[config.mk]
export PLATFORM = sky130hd
export DESIGN_NAME = vgb_bound_unit
export DESIGN_NICKNAME = d
export VERILOG_FILES = /design/src/hdl/vgb_pkg.sv /design/src/hdl/vgb_bound_unit.sv
export SDC_FILE = /design/constraint.sdc
export NUM_CORES = 1
export LEC_CHECK = 0
export ABC_AREA = 1
export CELL_PAD_IN_SITES_DETAIL_PLACEMENT = 0
export CELL_PAD_IN_SITES_GLOBAL_PLACEMENT = 2
export CORE_MARGIN = 2
export CORE_UTILIZATION = 37
export DETAILED_ROUTE_END_ITERATION = 8
export DONT_BUFFER_PORTS = 1
export GPL_TIMING_DRIVEN = 0
export PLACE_DENSITY = 0.88
export SKIP_CTS_REPAIR_TIMING = 1
export SLEW_MARGIN = 5
export SYNTH_ARGS = -nofsm -noshare
export SYNTH_HDL_FRONTEND = slang
export SYNTH_SLANG_ARGS = --single-unit
[constraint.sdc]
create_clock -name clock -period 4.1 [get_ports clock]
set_clock_uncertainty 0.1 [all_clocks]
set_input_delay 0.615 -clock clock [delete_from_list [all_inputs] [get_ports clock]]
set_output_delay 0.615 -clock clock [all_outputs]
set_load 0.1 [all_outputs]
[src/hdl/vgb_pkg.sv]
// vgb_pkg: shared constants and types of the voxel grid with bounds block
`default_nettype none

package vgb_pkg;

   localparam int DEF_MAX_DIM      = 16;
   localparam int DEF_TEXTURE_BITS = 16;

   localparam int SIZE_W  = 5;
   localparam int COORD_W = 4;
   localparam int MODE_W  = 2;
   localparam int TEX_W   = 16;
   localparam int CSR_IDX_W  = 2;
   localparam int CSR_DATA_W = 16;

   localparam logic [MODE_W-1:0] MODE_ADD     = 2'd0;
   localparam logic [MODE_W-1:0] MODE_REMOVE  = 2'd1;
   localparam logic [MODE_W-1:0] MODE_TEXTURE = 2'd2;

   localparam logic [CSR_IDX_W-1:0] CSR_WIDTH   = 2'd0;
   localparam logic [CSR_IDX_W-1:0] CSR_HEIGHT  = 2'd1;
   localparam logic [CSR_IDX_W-1:0] CSR_DEPTH   = 2'd2;
   localparam logic [CSR_IDX_W-1:0] CSR_DEF_TEX = 2'd3;

   localparam logic [SIZE_W-1:0] SIZE_RESET = 5'd16;

   typedef struct packed {
      logic occ_en;
      logic occ_set;
      logic tex_en;
   } wr_ctl_type;

   typedef struct packed {
      logic              valid;
      logic [SIZE_W-1:0] x;
      logic [SIZE_W-1:0] y;
      logic [SIZE_W-1:0] z;
   } sample_type;

   typedef struct packed {
      logic              empty;
      logic [SIZE_W-1:0] min_x;
      logic [SIZE_W-1:0] max_x;
      logic [SIZE_W-1:0] min_y;
      logic [SIZE_W-1:0] max_y;
      logic [SIZE_W-1:0] min_z;
      logic [SIZE_W-1:0] max_z;
   } bounds_type;

endpackage

`default_nettype wire

[src/hdl/vgb_bound_unit.sv]
// vgb_bound_unit: shared min and max compare unit that folds occupied cells into the box
`default_nettype none

module vgb_bound_unit
   import vgb_pkg::*;
(
   input  wire logic              clock,
   input  wire logic              init,
   input  wire logic [SIZE_W-1:0] size_x,
   input  wire logic [SIZE_W-1:0] size_y,
   input  wire logic [SIZE_W-1:0] size_z,
   input  wire sample_type        sample,
   input  wire logic              occupied,
   output bounds_type             bounds
);

   logic              any_ff, any_in;
   logic [SIZE_W-1:0] lo_x_ff, lo_x_in, hi_x_ff, hi_x_in;
   logic [SIZE_W-1:0] lo_y_ff, lo_y_in, hi_y_ff, hi_y_in;
   logic [SIZE_W-1:0] lo_z_ff, lo_z_in, hi_z_ff, hi_z_in;
   logic [SIZE_W-1:0] nx, ny, nz;

   assign nx = sample.x + 1'b1;
   assign ny = sample.y + 1'b1;
   assign nz = sample.z + 1'b1;

   always_comb begin
      any_in  = any_ff;
      lo_x_in = lo_x_ff;
      hi_x_in = hi_x_ff;
      lo_y_in = lo_y_ff;
      hi_y_in = hi_y_ff;
      lo_z_in = lo_z_ff;
      hi_z_in = hi_z_ff;
      if (init) begin
         any_in  = 1'b0;
         lo_x_in = size_x;
         lo_y_in = size_y;
         lo_z_in = size_z;
         hi_x_in = '0;
         hi_y_in = '0;
         hi_z_in = '0;
      end else if (sample.valid && occupied) begin
         any_in = 1'b1;
         if (sample.x < lo_x_ff) lo_x_in = sample.x;
         if (sample.y < lo_y_ff) lo_y_in = sample.y;
         if (sample.z < lo_z_ff) lo_z_in = sample.z;
         if (nx > hi_x_ff) hi_x_in = nx;
         if (ny > hi_y_ff) hi_y_in = ny;
         if (nz > hi_z_ff) hi_z_in = nz;
      end
   end

   always_ff @(posedge clock) begin
      any_ff  <= any_in;
      lo_x_ff <= lo_x_in;
      hi_x_ff <= hi_x_in;
      lo_y_ff <= lo_y_in;
      hi_y_ff <= hi_y_in;
      lo_z_ff <= lo_z_in;
      hi_z_ff <= hi_z_in;
   end

   always_comb begin
      bounds.empty = !any_ff;
      bounds.min_x = any_ff ? lo_x_ff : '0;
      bounds.max_x = any_ff ? hi_x_ff : '0;
      bounds.min_y = any_ff ? lo_y_ff : '0;
      bounds.max_y = any_ff ? hi_y_ff : '0;
      bounds.min_z = any_ff ? lo_z_ff : '0;
      bounds.max_z = any_ff ? hi_z_ff : '0;
   end

endmodule

`default_nettype wire

==> impl_results.md <==
- Share of cells above drive strength 1: 0.0743
- #FFs+latches synth: 31
- Area share of the largest cell type after synthesis: 0.177
- FP Rows: 30
- Vias in the first global route: 2,099
- Crit path cell chain: clkbuf_1 -> nand2_1 -> inv_1
- CTS Buf Count: 5
- Cells after synthesis: 369
- GR Overflow Total: 0
- Num Clock Sinks: 31
- Area Growth Syn to Fin: 8.17%
- Hold Fails Final Rpt: 0
- Slew @ Worst Pin: 0.860 ns
- HPWL after DPL: 4760 um
- Hold Worst Slack: approximately 0.4 ns
- Port Buffer Count: 0
- Post-DRT Antenna Nets: 0
- Iteration-0 DRC Markers: 110
- CTS tree: yes
- Total power: between 1 and 1.5 mW
- Final Util: 0.409
- Core box area: 6720 um^2
- Fin. max-slew vios: 0
- Worst VDD drop: about 180 uV
- CP peak stage delay: roughly 0.63 ns
- Synthesized cell area: 2540 um^2
- Clock Latency Late Sink: 0.29 ns
- Critical Path AT: 1.83 ns
- Register area share after synthesis: 0.303
- First-pass GRT wire length: slightly below 10,000 um
- Initial antenna violation count: 0
- FILL cells: 769
- Mean Syn Cell Area: 6.89 um^2
- Die width: 86.9 um
- Ys Warns: 0
- Drt total wl: 6070 um
- Clock Path Buffers: 2
- Placer Congestion: 0.813
- Ranking of synthesized cells by area: edfxtp_1 18%, nand2_1 15%, ha_1 15%
- Worst Path Required: about 3.4 ns
- Io pins: 65
- Maximum fanout along the worst path: 10
- CTS root buf: clkbuf_8
- Hold Path Class: input pin to flop
- Slowest cell on the critical path: inv_1
- Multi-input logic area: around 1400 um^2
- Final period util: 0.620
- Setup TNS: 0 ns
- Max-Cap Viols: 0
- Die Height: 86.9 um
- Net Count, Synth: 433
- # diodes: 0
- Power Density: 364 nW/um^2
- Max frequency: slightly below 0.4 GHz
- Via density: about 4.8
- Final setup margin: 1.56 ns
- # H-tree levels: 2
- Crit path capture type: primary output
- Largest net degree at the start of global routing: 11
- Worst-path clk slew: 0.07 ns
- Pre-antenna DRT Iters: 4
- Initial Util: 0.378
- Final setup fails: 0
- Die area: 7550 um^2
- Tmin final: 2.54 ns
- DRC errors left: 0
- Via count: ~2,200
- Status: completed
- Net count, final: 440
- Wire per inst: roughly 13 um
- Storage cell area: 771 um^2
- Critical path type: flop to primary output
- Gr usage total: 0.171
- Synth unique cells: 18
- Leakage: between 1.5 and 2 nW
- RSZ-0062 raised after global routing: no
- Cell taking the most area after synthesis: edfxtp_1
- Dpl ws: 1.72 ns
- Max_slew headroom: 0.426
- Critical Path Source Type: flop
registers in the layout, summed over array words and instances, names as in the netlist:
register  flops
lo_y_ff       5
lo_z_ff       5
any_ff        1
hi_y_ff       5
lo_x_ff       5
hi_z_ff       5
hi_x_ff       5
layer usage:
metal / vias to the layer above / global-route usage / wire, um
met5: - / 0 / 0
met4: 0 / 0.0582 / 97
met3: 6 / 0.0332 / 247
met2: 47 / 0.299 / 3000
met1: 989 / 0.208 / 2720
li1: 1163 / - / -
final timing paths:
path	start	endpoint	slack (ns)	cells after the start
hold reg to reg	hi_y_ff[2]$_SDFFE_PP0P_	hi_y_ff[2]$_SDFFE_PP0P_	0.41	2
setup / recovery	any_ff$_SDFFE_PP0P_	bounds[15]	1.56	3
hold / removal	sample[0]	hi_z_ff[0]$_SDFFE_PP0P_	0.41	3
setup reg to reg	lo_z_ff[2]$_DFFE_PP_	lo_z_ff[1]$_DFFE_PP_	2.10	5
layout make-up:
cell class / instances / share of cell area
clock buffers: 5 / 0.0250
well taps: 80 / 0.0364
clock inverters: 3 / 0.0141
plain buffers: 8 / 0.0132
multi-input cells: 240 / 0.508
flip-flops and latches: 31 / 0.280
inverters: 90 / 0.123
stage by stage:
step,std cells,instance area (um^2)
2_1_floorplan,369,2540
3_3_place_gp,449,2640
3_5_place_dp,449,2640
4_1_cts,457,2750
5_1_grt,457,2750
6_report,457,2750
cell usage in the layout, fill, tap and decap left out, types with 2 or more instances in the layout:
master	netlist	layout
ha_1	30	30
nand2_1	104	104
xnor2_1	3	3
edfxtp_1	15	15
nand3_4	3	3
a21oi_4	3	3
nor2_1	19	19
dfxtp_1	16	16
nand4_1	8	8
inv_1	90	90
a21oi_1	24	24
nand3_1	23	23
nand2_2	7	7
o211ai_1	2	2
o21ai_0	11	11
buf_2	5	5
nor2_4	3	3
clkbuf_8	0	5
clkbuf_1	3	3
synth_stat cells:
library cell  instances
nand2_2               7
nand2_1             104
o211ai_1              2
nor2_4                3
buf_2                 5
edfxtp_1             15
nand3_4               3
nand4_1               8
a21oi_1              24
ha_1                 30
nor2_1               19
nand3_1              23
inv_1                90
o21ai_0              11
dfxtp_1              16
a21oi_4               3
clkbuf_1              3
xnor2_1               3
cell families (layout without fill, tap and decap cells):
kind of cell | after synthesis | after routing | synth area share
simple gates | 167 | 167 | 0.298
buf+inv | 98 | 106 | 0.147
fa+ha+maj | 30 | 30 | 0.148
compound gates | 40 | 40 | 0.0940
xor+xnor | 3 | 3 | 0.0103
flops | 31 | 31 | 0.303
critical path, delay by kind of cell, from the launching register on:
kind | cells | cell delay [ns]
and+or+nand+nor | 1 | 0.12
DFF | 1 | 0.36
buffers and inverters | 2 | 1.06
power breakdown:
group / leakage [nW] / internal, mW / total (mW) / switching (mW)
clock network: 0.0556 / 0.178 / 0.305 / 0.127
registers: 0.282 / 0.357 / 0.375 / 0.0179
logic: 1.20 / 0.0865 / 0.322 / 0.235
total: 1.54 / 0.621 / 1.00 / 0.380
Power figures use the tool's default switching activity.
