<file path="src/hdl/vgb_pkg.sv">
// vgb_pkg: shared constants and types of the voxel grid with bounds block
`default_nettype none

package vgb_pkg;

   localparam int DEF_MAX_DIM      = 16;
   localparam int DEF_TEXTURE_BITS = 16;

   localparam int SIZE_W  = 5;
   localparam int COORD_W = 4;
   localparam int MODE_W  = 2;
   localparam int TEX_W   = 16;
   localparam int CSR_IDX_W  = 2;
   localparam int CSR_DATA_W = 16;

   localparam logic [MODE_W-1:0] MODE_ADD     = 2'd0;
   localparam logic [MODE_W-1:0] MODE_REMOVE  = 2'd1;
   localparam logic [MODE_W-1:0] MODE_TEXTURE = 2'd2;

   localparam logic [CSR_IDX_W-1:0] CSR_WIDTH   = 2'd0;
   localparam logic [CSR_IDX_W-1:0] CSR_HEIGHT  = 2'd1;
   localparam logic [CSR_IDX_W-1:0] CSR_DEPTH   = 2'd2;
   localparam logic [CSR_IDX_W-1:0] CSR_DEF_TEX = 2'd3;

   localparam logic [SIZE_W-1:0] SIZE_RESET = 5'd16;

   typedef struct packed {
      logic occ_en;
      logic occ_set;
      logic tex_en;
   } wr_ctl_type;

   typedef struct packed {
      logic              valid;
      logic [SIZE_W-1:0] x;
      logic [SIZE_W-1:0] y;
      logic [SIZE_W-1:0] z;
   } sample_type;

   typedef struct packed {
      logic              empty;
      logic [SIZE_W-1:0] min_x;
      logic [SIZE_W-1:0] max_x;
      logic [SIZE_W-1:0] min_y;
      logic [SIZE_W-1:0] max_y;
      logic [SIZE_W-1:0] min_z;
      logic [SIZE_W-1:0] max_z;
   } bounds_type;

endpackage

`default_nettype wire

</file>
<file path="src/hdl/vgb_scan_ctr.sv">
// vgb_scan_ctr: walks every cell in use, one address per cycle
`default_nettype none

module vgb_scan_ctr
   import vgb_pkg::*;
#(
   parameter int CW = 4
) (
   input  wire logic              clock,
   input  wire logic              reset,
   input  wire logic              start,
   input  wire logic [SIZE_W-1:0] size_x,
   input  wire logic [SIZE_W-1:0] size_y,
   input  wire logic [SIZE_W-1:0] size_z,
   output logic [3*CW-1:0]        rd_addr,
   output sample_type             sample,
   output logic                   busy
);

   logic              active_ff, active_in;
   logic [SIZE_W-1:0] x_ff, x_in, y_ff, y_in, z_ff, z_in;
   sample_type        sample_ff, sample_in;
   logic [CW+SIZE_W-1:0] x_ext, y_ext, z_ext;

   always_comb begin
      active_in = active_ff;
      x_in = x_ff;
      y_in = y_ff;
      z_in = z_ff;
      if (start) begin
         x_in = '0;
         y_in = '0;
         z_in = '0;
         active_in = (size_x != '0) && (size_y != '0) && (size_z != '0);
      end else if (active_ff) begin
         if (z_ff == size_z - 1'b1) begin
            z_in = '0;
            if (y_ff == size_y - 1'b1) begin
               y_in = '0;
               if (x_ff == size_x - 1'b1) begin
                  active_in = 1'b0;
               end else begin
                  x_in = x_ff + 1'b1;
               end
            end else begin
               y_in = y_ff + 1'b1;
            end
         end else begin
            z_in = z_ff + 1'b1;
         end
      end
      sample_in.valid = active_ff;
      sample_in.x     = x_ff;
      sample_in.y     = y_ff;
      sample_in.z     = z_ff;
   end

   always_ff @(posedge clock) begin
      if (reset) begin
         active_ff       <= 1'b0;
         sample_ff.valid <= 1'b0;
      end else begin
         active_ff       <= active_in;
         sample_ff.valid <= sample_in.valid;
      end
      x_ff        <= x_in;
      y_ff        <= y_in;
      z_ff        <= z_in;
      sample_ff.x <= sample_in.x;
      sample_ff.y <= sample_in.y;
      sample_ff.z <= sample_in.z;
   end

   assign x_ext   = {{CW{1'b0}}, x_ff};
   assign y_ext   = {{CW{1'b0}}, y_ff};
   assign z_ext   = {{CW{1'b0}}, z_ff};
   assign rd_addr = {x_ext[CW-1:0], y_ext[CW-1:0], z_ext[CW-1:0]};
   assign sample  = sample_ff;
   assign busy    = active_ff || sample_ff.valid;

endmodule

`default_nettype wire

</file>
<file path="config.mk">
export PLATFORM = sky130hd
export DESIGN_NAME = vgb_scan_ctr
export DESIGN_NICKNAME = d
export VERILOG_FILES = /design/src/hdl/vgb_pkg.sv /design/src/hdl/vgb_scan_ctr.sv
export SDC_FILE = /design/constraint.sdc
export NUM_CORES = 1
export LEC_CHECK = 0
export ABC_AREA = 1
export BUFFER_PORTS_ARGS = -buffer_cell sky130_fd_sc_hd__buf_2
export CORE_AREA = 8 8 60 87
export DETAILED_ROUTE_END_ITERATION = 7
export DIE_AREA = 0 0 68 95
export GPL_TIMING_DRIVEN = 0
export PLACE_DENSITY = 0.77
export SETUP_SLACK_MARGIN = 0.15
export SYNTH_ARGS = -nofsm -noshare
export SYNTH_HDL_FRONTEND = slang
export SYNTH_SLANG_ARGS = --single-unit
</file>
<file path="constraint.sdc">
create_clock -name clock -period 3.98 [get_ports clock]
set_input_delay 0.995 -clock clock [delete_from_list [all_inputs] [get_ports clock]]
set_output_delay 0.995 -clock clock [all_outputs]
set_load 0.01 [all_outputs]
</file>
==> run summary, run 1 <==
outcome: finished, final reports clean
Post-DP Area: 2086 µm²
Synth Area in Compound Gates: 3.467%
Hold WS: 0.3714 ns
#FFs+latches synth: 32
Syn Nets: 277
setup_tns: 0 ns
initial DRC count: 44
Worst setup EP type: flop
postcts setup bufs: 0
Pins Over Slew Limit: 0
DRC Markers: 0
root buffer cell: clkbuf_8
highest metal used: met4
worst skew pair latency: 0.28 ns
hold buffers post-CTS: 0
post-cts sizing count: 0
cts bufs inserted: 5
GPL Wtd Cong: 0.8004
Synth async-reset ratio: 0%
sequential area share after synthesis: 35.51%
max-cap violations: 0
syn avg cell area: 7.131 µm²
DIE HEIGHT: 95 µm
logic gate share of total power: 12.0%
main combinational cell family by area after synthesis: simple AND/OR/NAND/NOR gates
Final #Nets: 329
Final HPWL DP: 2.930 mm
leading area contributor after synthesis: dfxtp_1
count of final setup violators: 0
fillcell total: 405
Simple-Gate Fraction of Synth Area: 34.47%
top post-synthesis cells by area: dfxtp_1 36%, nand2_1 13%, nand3_1 9.2%
fin util: 55.90%
pwr dens: 329.2 nW/µm²
RSZ-0062 raised after global routing: no
period utilization: 56.51%
final worst slack: 1.731 ns
Tightest Hold Check Type: flop to flop
DRT met1 WL: 1.419 mm
pre-CTS WS: 1.421 ns
Initial Util: 45.98%
Synth Area in Adders: 4.161%
layout cells sized above 1: 27.12%
multiplexer share of the synthesized area: 0%
Worst Tran Pin Value: 0.3051 ns
clock transition at the registers of the reported paths: 0.07 ns
vias in the first global route: 1556
sw frac: 23.90%
GR Overflow Total: 0
WL/cell: 10.42 µm
die footprint: 6460 µm²
drt total wl: 3.657 mm
row cnt: 28
synth unique cells: 26
Via Count: 1638
final hold violations: 0
Worst Path Arrival: 2.42 ns
Die W: 68 µm
Area growth syn-to-layout: 21.57%
IO Port Bufs: 45
Slew Limit Headroom: 79.63%
slowest CP cell: ha_1
gr usage total: 12.15%
Post-synth EDFFs: 0
largest buffer count on any clock path: 2
H-tree depth: 2
CTS tree: built
Syn Inst Count: 253
clk sinks: 32
ant diodes: 0
fin area: 2193 µm²
crit-path cells: buf_2 > inv_1 > ha_1 > nand2_1 > inv_1 > nor2_1 > nand2_1 > nor2_2 > nand3_2 > nor2_4 > inv_1 > o21ai_1 > nor2_1
cell area after synthesis: 1804 µm²
post-synth top area share: 35.51%
Sequential Power Share: 45.9%
clk_skew: 0.003354 ns
CP startpoint kind: primary input
Clk pwr share: 42.0%
pin count of the biggest net entering global routing: 11
first-pass GRT wire length: 6.334 mm
DR pass1 iterations: 4
metal3 WL: 238 µm
top_reg_cell synth: dfxtp_1
Worst IR Drop VDD: 228.8 µV
Ports: 47
WS Path Type: primary input to flop
core area: 3924 µm²
CP dominant cell by count: inv_1
Crit Path Max Fanout: 7
Synth Area in XOR/XNOR: 6.796%
vias per cell: 4.667
Tmin final: 2.249 ns
Post-DRT Antenna Nets: 0
wire length on met2: 1.963 mm
Max Fclk: 444.6 MHz
Yosys warnings: 0
antenna violations before repair: 0
CP peak stage delay: 0.30 ns
P_leak: 1.194 nW
switching power: 0.0001726 W
internal power: 0.0005494 W
required time of the critical path: 4.15 ns
==> layout by cell type, fill, tap and decap left out, types with 2 or more instances in the layout <==
master,instances
buf_4,14
dfxtp_1,32
buf_6,2
nor2_2,5
xor2_1,8
nor2_1,17
a21oi_1,9
nand3_1,33
xnor2_1,6
nor3_1,4
clkbuf_8,5
ha_1,6
inv_1,40
nand2_1,62
nand2_2,3
buf_2,45
==> metrics by stage <==
| step | std cells | total power (W) |
|---|---|---|
| after floorplan | 253 | 0.0003988 |
| after global placement | 343 | 0.0004242 |
| after detailed placement | 343 | 0.0004266 |
| after CTS | 351 | 0.0007349 |
| after global routing | 351 | 0.0007558 |
| final | 351 | 0.0007220 |
==> cell families after synthesis <==
group                      count (synthesis)
adders and majority gates                  6
xor gates and xnor gates                  14
DFF                                       32
buffers and inverters                     57
AOI/OAI and AO/OA                         12
and+or+nand+nor                          132
==> sequential cells by signal, indices dropped and copies added (netlist names) <==
name       count
active_ff      1
sample        16
x_ff           5
y_ff           5
z_ff           5
==> path summary, 6_finish.rpt <==
| kind | end | cells past startpoint | start | slack, ns |
|---|---|---|---|---|
| setup / recovery | y_ff[1] | 13 | size_z[0] | 1.73 |
| hold / removal | sample[13] | 0 | x_ff[3] | 0.37 |
| setup reg to reg | x_ff[2] | 10 | x_ff[0] | 2.44 |
| hold reg to reg | sample[13] | 0 | x_ff[3] | 0.37 |
==> cell usage after synthesis (2+ instances only) <==
library cell,n
a21oi_1,9
buf_4,14
buf_6,2
dfxtp_1,32
ha_1,6
inv_1,40
nand2_1,62
nand2_2,3
nand3_1,33
nor2_1,17
nor2_2,5
nor3_1,4
xnor2_1,6
xor2_1,8
==> power groups by stage <==
stage / Clock [W] / Sequential, W / Combinational, W
floorplan: 0 / 0.000339 / 0.0000596
global placement: 0 / 0.000339 / 0.0000857
detailed placement: 0 / 0.000339 / 0.0000878
CTS: 0.000315 / 0.000331 / 0.0000882
global route: 0.000325 / 0.000332 / 0.0000988
finish: 0.000304 / 0.000331 / 0.0000870
==> per-layer routing <==
layer / GRT usage, % / up-vias
met5: 0 / -
met4: 3.602 / 0
met3: 4.508 / 6
met2: 22.07 / 29
met1: 12.33 / 734
li1: - / 869
==> layout make-up <==
type | instances | area (µm²) | area share [%]
inverter | 41 | 153.9 | 7.017
tap | 45 | 56.30 | 2.567
clock inverter | 2 | 35.03 | 1.597
sequential | 32 | 640.6 | 29.21
clock buffer | 6 | 72.57 | 3.309
buffer | 16 | 127.6 | 5.819
timing repair buffer | 45 | 225.2 | 10.27
multi-input combinational | 164 | 882.1 | 40.22
==> critical path, delay by kind of cell <==
family | cells | cell delay (ns)
compound gates | 1 | 0.20
fa+ha+maj | 1 | 0.30
simple gates | 7 | 0.61
buf+inv | 4 | 0.31
No activity file was read; power rests on OpenSTA's default activity.
==> run 2, diff against run 1 <==
PLACE_DENSITY = 0.79   (was 0.77)
clock period = 2 ns   (was 3.98 ns; I/O delays follow)
==> run summary, run 2 (synthesized netlist as in run 1, its figures left out) <==
clock transition at the registers of the reported paths: 0.06 ns (was 0.07 ns)
Slew Limit Headroom: 79.73% (was 79.63%)
row cnt: 28 (unchanged)
cts bufs inserted: 5 (unchanged)
Die W: 68 µm (unchanged)
DR pass1 iterations: 4 (unchanged)
final hold violations: 0 (unchanged)
CTS tree: built (unchanged)
hold endpoint: sample[14] (was sample[13])
first-pass GRT wire length: 6.003 mm (was 6.334 mm)
worst r2r src: z_ff[2] (was x_ff[0])
R2R Path End: x_ff[4] (was x_ff[2])
H-tree depth: 2 (unchanged)
Worst IR Drop VDD: 438.8 µV (was 228.8 µV)
post-cts sizing count: 0 (unchanged)
root buffer cell: clkbuf_8 (unchanged)
Area growth syn-to-layout: 22.82% (was 21.57%)
Via Count: 1650 (was 1638)
outcome: finished, final reports clean (unchanged)
CP peak stage delay: 0.23 ns (was 0.30 ns)
IO Port Bufs: 45 (unchanged)
cell count after placement: 343 (unchanged)
Worst Path Arrival: 1.92 ns (was 2.42 ns)
final worst slack: 0.2598 ns (was 1.731 ns)
GR Overflow Total: 0 (unchanged)
max-cap violations: 0 (unchanged)
CP startpoint kind: primary input (unchanged)
flop2flop setup slack: 0.36 ns (was 2.44 ns)
ant diodes: 0 (unchanged)
slowest CP cell: ha_4 (was ha_1)
GPL Wtd Cong: 0.7479 (was 0.8004)
Ports: 47 (unchanged)
largest buffer count on any clock path: 2 (unchanged)
Post-DP Area: 2086 µm² (unchanged)
core area: 3924 µm² (unchanged)
CP dominant cell by count: nand2_1 (was inv_1)
Tightest Hold Check Type: flop to flop (unchanged)
drt total wl: 3.942 mm (was 3.657 mm)
pre-CTS WS: -0.08149 ns (was 1.421 ns)
vias per cell: 4.688 (was 4.667)
hold wc startpoint: x_ff[4] (was x_ff[3])
buffers plus inverters on the worst setup path: 4 (unchanged)
die footprint: 6460 µm² (unchanged)
Worst Tran Pin Value: 0.3037 ns (was 0.3051 ns)
fin area: 2216 µm² (was 2193 µm²)
DIE HEIGHT: 95 µm (unchanged)
postcts setup bufs: 0 (unchanged)
number of flip-flops in the largest register: 16 (unchanged)
hold path depth: 0 (unchanged)
layout cells sized above 1: 28.34% (was 27.12%)
initial DRC count: 63 (was 44)
clk sinks: 32 (unchanged)
setup_tns: 0 ns (unchanged)
Post-DRT Antenna Nets: 0 (unchanged)
Worst path top cell family by delay: simple AND/OR/NAND/NOR gates (unchanged)
Pins Over Slew Limit: 0 (unchanged)
Crit Path Max Fanout: 5 (was 7)
gr usage total: 11.93% (was 12.15%)
most frequent cells in the layout: 62 x nand2_1, 45 x buf_2, 38 x inv_1, 33 x nand3_1, 32 x dfxtp_1 (was 62 x nand2_1, 45 x buf_2, 40 x inv_1, 33 x nand3_1, 32 x dfxtp_1)
WS Path Type: primary input to flop (unchanged)
post-route insts no fill: 352 (was 351)
RSZ-0062 raised after global routing: no (unchanged)
WL/cell: 11.20 µm (was 10.42 µm)
DRC Markers: 0 (unchanged)
clk_skew: 0.005466 ns (was 0.003354 ns)
Hold WS: 0.3838 ns (was 0.3714 ns)
pwr dens: 611.5 nW/µm² (was 329.2 nW/µm²)
most common cell after layout, fill and taps aside: nand2_1 (unchanged)
Worst Reg-to-Reg Cells: 10 (unchanged)
required time of the critical path: 2.18 ns (was 4.15 ns)
Tmin final: 1.740 ns
count of final setup violators: 0 (unchanged)
Worst setup EP type: flop (unchanged)
period utilization: 87.01%
worst skew pair latency: 0.29 ns (was 0.28 ns)
pin count of the biggest net entering global routing: 11 (unchanged)
P_leak: 1.194 nW (about the same)
Final #Nets: 330 (was 329)
hold buffers post-CTS: 0 (unchanged)
Max Fclk: 574.6 MHz
crit-path cells: buf_2 > inv_2 > ha_4 > nand2_1 > inv_1 > nor2_1 > nand2_1 > nor2_2 > nand3_2 > nor2_4 > buf_6 > nand2_4 > nand2_1 > a21oi_1 (was buf_2 > inv_1 > ha_1 > nand2_1 > inv_1 > nor2_1 > nand2_1 > nor2_2 > nand3_2 > nor2_4 > inv_1 > o21ai_1 > nor2_1)
antenna violations before repair: 0 (unchanged)
Final HPWL DP: 2.963 mm (was 2.930 mm)
vias in the first global route: 1461 (was 1556)
Initial Util: 45.98% (unchanged)
==> run 2: power breakdown <==
part	leakage [nW]	switching, W	internal, W	total [W]
clock network	0.0455	0.000233	0.000280	0.000513
logic	0.889	0.000105	0.0000781	0.000183
registers	0.259	0.00000955	0.000649	0.000659
total	1.19	0.000347	0.00101	0.00135
==> run 2: worst max-delay path by stage <==
stage	start	to	slack, ns	cells after the start
after global routing	size_z[0]	x_ff[0]	0.15	14
final	size_z[0]	x_ff[4]	0.26	14
after global placement	size_z[0]	y_ff[1]	-0.04	13
after detailed placement	size_z[0]	z_ff[2]	-0.08	15
after CTS	size_z[0]	y_ff[1]	0.18	13
after floorplan	size_z[0]	y_ff[0]	0.22	12
==> run 2: layout make-up <==
type	count	area, µm²
tap	45	56.30
fill	373	1708
inverter	41	156.4
clock buffer	8	90.09
sequential	32	640.6
multi-input combinational	164	908.4
buffer	16	127.6
timing repair buffer	46	236.5
==> run 2: through the flow <==
step,utilization [%],power [W]
2_1_floorplan,-,0.0007935
3_3_place_gp,53.16,0.0008437
3_5_place_dp,53.16,0.0008490
4_1_cts,55.45,0.001368
5_1_grt,56.47,0.001426
6_report,56.47,0.001355
==> run 2: layer usage <==
layer  up-vias  routed length [µm]  global-route usage, %
li1        877                   -                      -
met1       733                1508                  11.40
met2        33                2126                  21.60
met3         7                 242                  4.626
met4         0                  63                  5.146
met5         -                   0                      0
==> run 2: worst reg2reg max path, stage by stage (launching register included) <==
cell and delay, ns:
dfxtp_1 0.45, inv_1 0.12, nand3_1 0.12, nand2_1 0.07, nor2_2 0.11, nand3_2 0.10, nor2_4 0.20, buf_6 0.16
nand2_4 0.07, nand2_1 0.07, a21oi_1 0.05
==> run 3, diff against run 2 <==
CORE_AREA = 8 8 65 95   (was 8 8 60 87)
DIE_AREA = 0 0 73 103   (was 0 0 68 95)
PLACE_DENSITY = 0.68   (was 0.79)
==> run summary, run 3 (synthesized netlist as in run 1, its figures left out) <==
RSZ-0062 raised after global routing: no (unchanged)
first-pass GRT wire length: 6.513 mm (was 6.003 mm)
Multi-input gate area: 915.9 µm² (was 908.4 µm²)
H-tree depth: 2 (unchanged)
Post-DRT Antenna Nets: 0 (unchanged)
hold path depth: 0 (unchanged)
R2R Path End: x_ff[0] (was x_ff[4])
vias in the first global route: 1626 (was 1461)
final hold violations: 0 (unchanged)
Worst Tran Pin Value: 0.3123 ns (was 0.3037 ns)
Initial Util: 37.82% (was 45.98%)
most frequent cells in the layout: 62 x nand2_1, 46 x buf_2, 38 x inv_1, 33 x nand3_1, 32 x dfxtp_1 (was 62 x nand2_1, 45 x buf_2, 38 x inv_1, 33 x nand3_1, 32 x dfxtp_1)
vias per cell: 4.488 (was 4.688)
clk sinks: 32 (unchanged)
Worst setup EP type: flop (unchanged)
layout cells sized above 1: 28.66% (was 28.34%)
antenna violations before repair: 0 (unchanged)
most common cell after layout, fill and taps aside: nand2_1 (unchanged)
Slew Limit Headroom: 79.15% (was 79.73%)
ant diodes: 0 (unchanged)
Die W: 73 µm (was 68 µm)
WS Path Type: primary input to flop (unchanged)
Final #Nets: 330 (unchanged)
DR pass1 iterations: 4 (unchanged)
FF+latch area: 640.6 µm² (unchanged)
largest buffer count on any clock path: 2 (unchanged)
clock transition at the registers of the reported paths: 0.06 ns (about the same)
row cnt: 31 (was 28)
WL/cell: 10.75 µm (was 11.20 µm)
worst r2r src: z_ff[2] (unchanged)
count of final setup violators: 0 (unchanged)
fin util: 46.97% (was 56.47%)
required time of the critical path: 2.21 ns (was 2.18 ns)
root buffer cell: clkbuf_8 (unchanged)
fillcell total: 497 (was 373)
DRC Markers: 0 (unchanged)
drt total wl: 4.010 mm (was 3.942 mm)
Final HPWL DP: 3.070 mm (was 2.963 mm)
flop2flop setup slack: 0.47 ns (was 0.36 ns)
GR Overflow Total: 0 (unchanged)
CTS tree: built (unchanged)
period utilization: 86.12% (was 87.01%)
Tmin final: 1.722 ns (was 1.740 ns)
IO Port Bufs: 45 (unchanged)
Area growth syn-to-layout: 24.20% (was 22.82%)
pre-CTS WS: -0.06871 ns (was -0.08149 ns)
outcome: finished, final reports clean (unchanged)
core area: 4771 µm² (was 3924 µm²)
DIE HEIGHT: 103 µm (was 95 µm)
postcts setup bufs: 0 (unchanged)
Pins Over Slew Limit: 0 (unchanged)
number of flip-flops in the largest register: 16 (unchanged)
Worst Path Arrival: 1.94 ns (was 1.92 ns)
die footprint: 7519 µm² (was 6460 µm²)
pwr dens: 607.8 nW/µm² (was 611.5 nW/µm²)
Ports: 47 (unchanged)
pin count of the biggest net entering global routing: 11 (unchanged)
gr usage total: 10.78% (was 11.93%)
Via Count: 1674 (was 1650)
final worst slack: 0.2776 ns (was 0.2598 ns)
max-cap violations: 0 (unchanged)
hold wc startpoint: x_ff[3] (was x_ff[4])
P_leak: 1.195 nW (was 1.194 nW)
Tightest Hold Check Type: flop to flop (unchanged)
initial DRC count: 53 (was 63)
worst skew pair latency: 0.28 ns (was 0.29 ns)
Crit Path Max Fanout: 5 (unchanged)
hold endpoint: sample[13] (was sample[14])
cts bufs inserted: 5 (unchanged)
CP startpoint kind: primary input (unchanged)
Worst Reg-to-Reg Cells: 9 (was 10)
Max Fclk: 580.6 MHz (was 574.6 MHz)
clk_skew: 0.007775 ns (was 0.005466 ns)
Worst IR Drop VDD: 281.0 µV (was 438.8 µV)
GPL Wtd Cong: 0.7832 (was 0.7479)
run 3: cell counts in the layout (fill, tap and decap cells not counted):
Identical to the previous run, type by type.
run 3: layer usage:
metal  part of all wire, %  track usage, %
met5                     0               0
met4                   1.5           4.799
met3                   5.6           3.213
met2                    56           21.63
met1                    37           9.288
run 3: metrics by stage:
step | std cells | TNS [ns] | total power [W] | area [µm²] | hold WS (ns)
floorplan | 253 | 0 | 0.0007935 | 1804 | 0.3517
global placement | 364 | -0.2223 | 0.0008451 | 2112 | 0.3640
detailed placement | 364 | -0.3144 | 0.0008500 | 2112 | 0.3651
CTS | 372 | 0 | 0.001370 | 2202 | 0.3787
global route | 373 | 0 | 0.001423 | 2241 | 0.3807
finish | 373 | 0 | 0.001362 | 2241 | 0.3724
run 3: final cells by class:
type	instances	share of cell area [%]
Multi-Input combinational cell	164	40.87
Sequential cell	32	28.59
Timing Repair Buffer	46	10.27
Inverter	41	6.868
Buffer	16	5.695
Clock buffer	8	4.020
Tap cell	66	3.685
run 3: how the worst max path moves through the flow:
stage               from  endpoint
2_1_floorplan  size_z[0]   y_ff[0]
3_3_place_gp   size_z[0]   y_ff[1]
3_5_place_dp   size_z[0]   z_ff[2]
4_1_cts        size_z[0]   z_ff[2]
5_1_grt        size_z[0]   y_ff[0]
6_report       size_z[0]   x_ff[0]
run 3: critical path, cell delays in order:
cell     delay (ns)
buf_2          0.13
inv_2          0.05
ha_2           0.26
nand2_1        0.06
inv_1          0.03
nor2_1         0.07
nand2_1        0.07
nor2_2         0.10
nand3_2        0.10
nor2_4         0.16
buf_2          0.17
nand3_1        0.08
a21oi_1        0.13
run 3: where the power goes:
part	switching, W	internal (W)	leakage, nW	total (W)
Sequential	0.00000972	0.000649	0.259	0.000659
Clock	0.000238	0.000281	0.0455	0.000518
Combinational	0.000106	0.0000782	0.890	0.000185
run 3: timing repair:
| item | in CTS | in global routing |
|---|---|---|
| resized for setup | 0 | 9 |
| hold buffers | 0 | 0 |
| setup endpoints to repair | 0 | 10 |
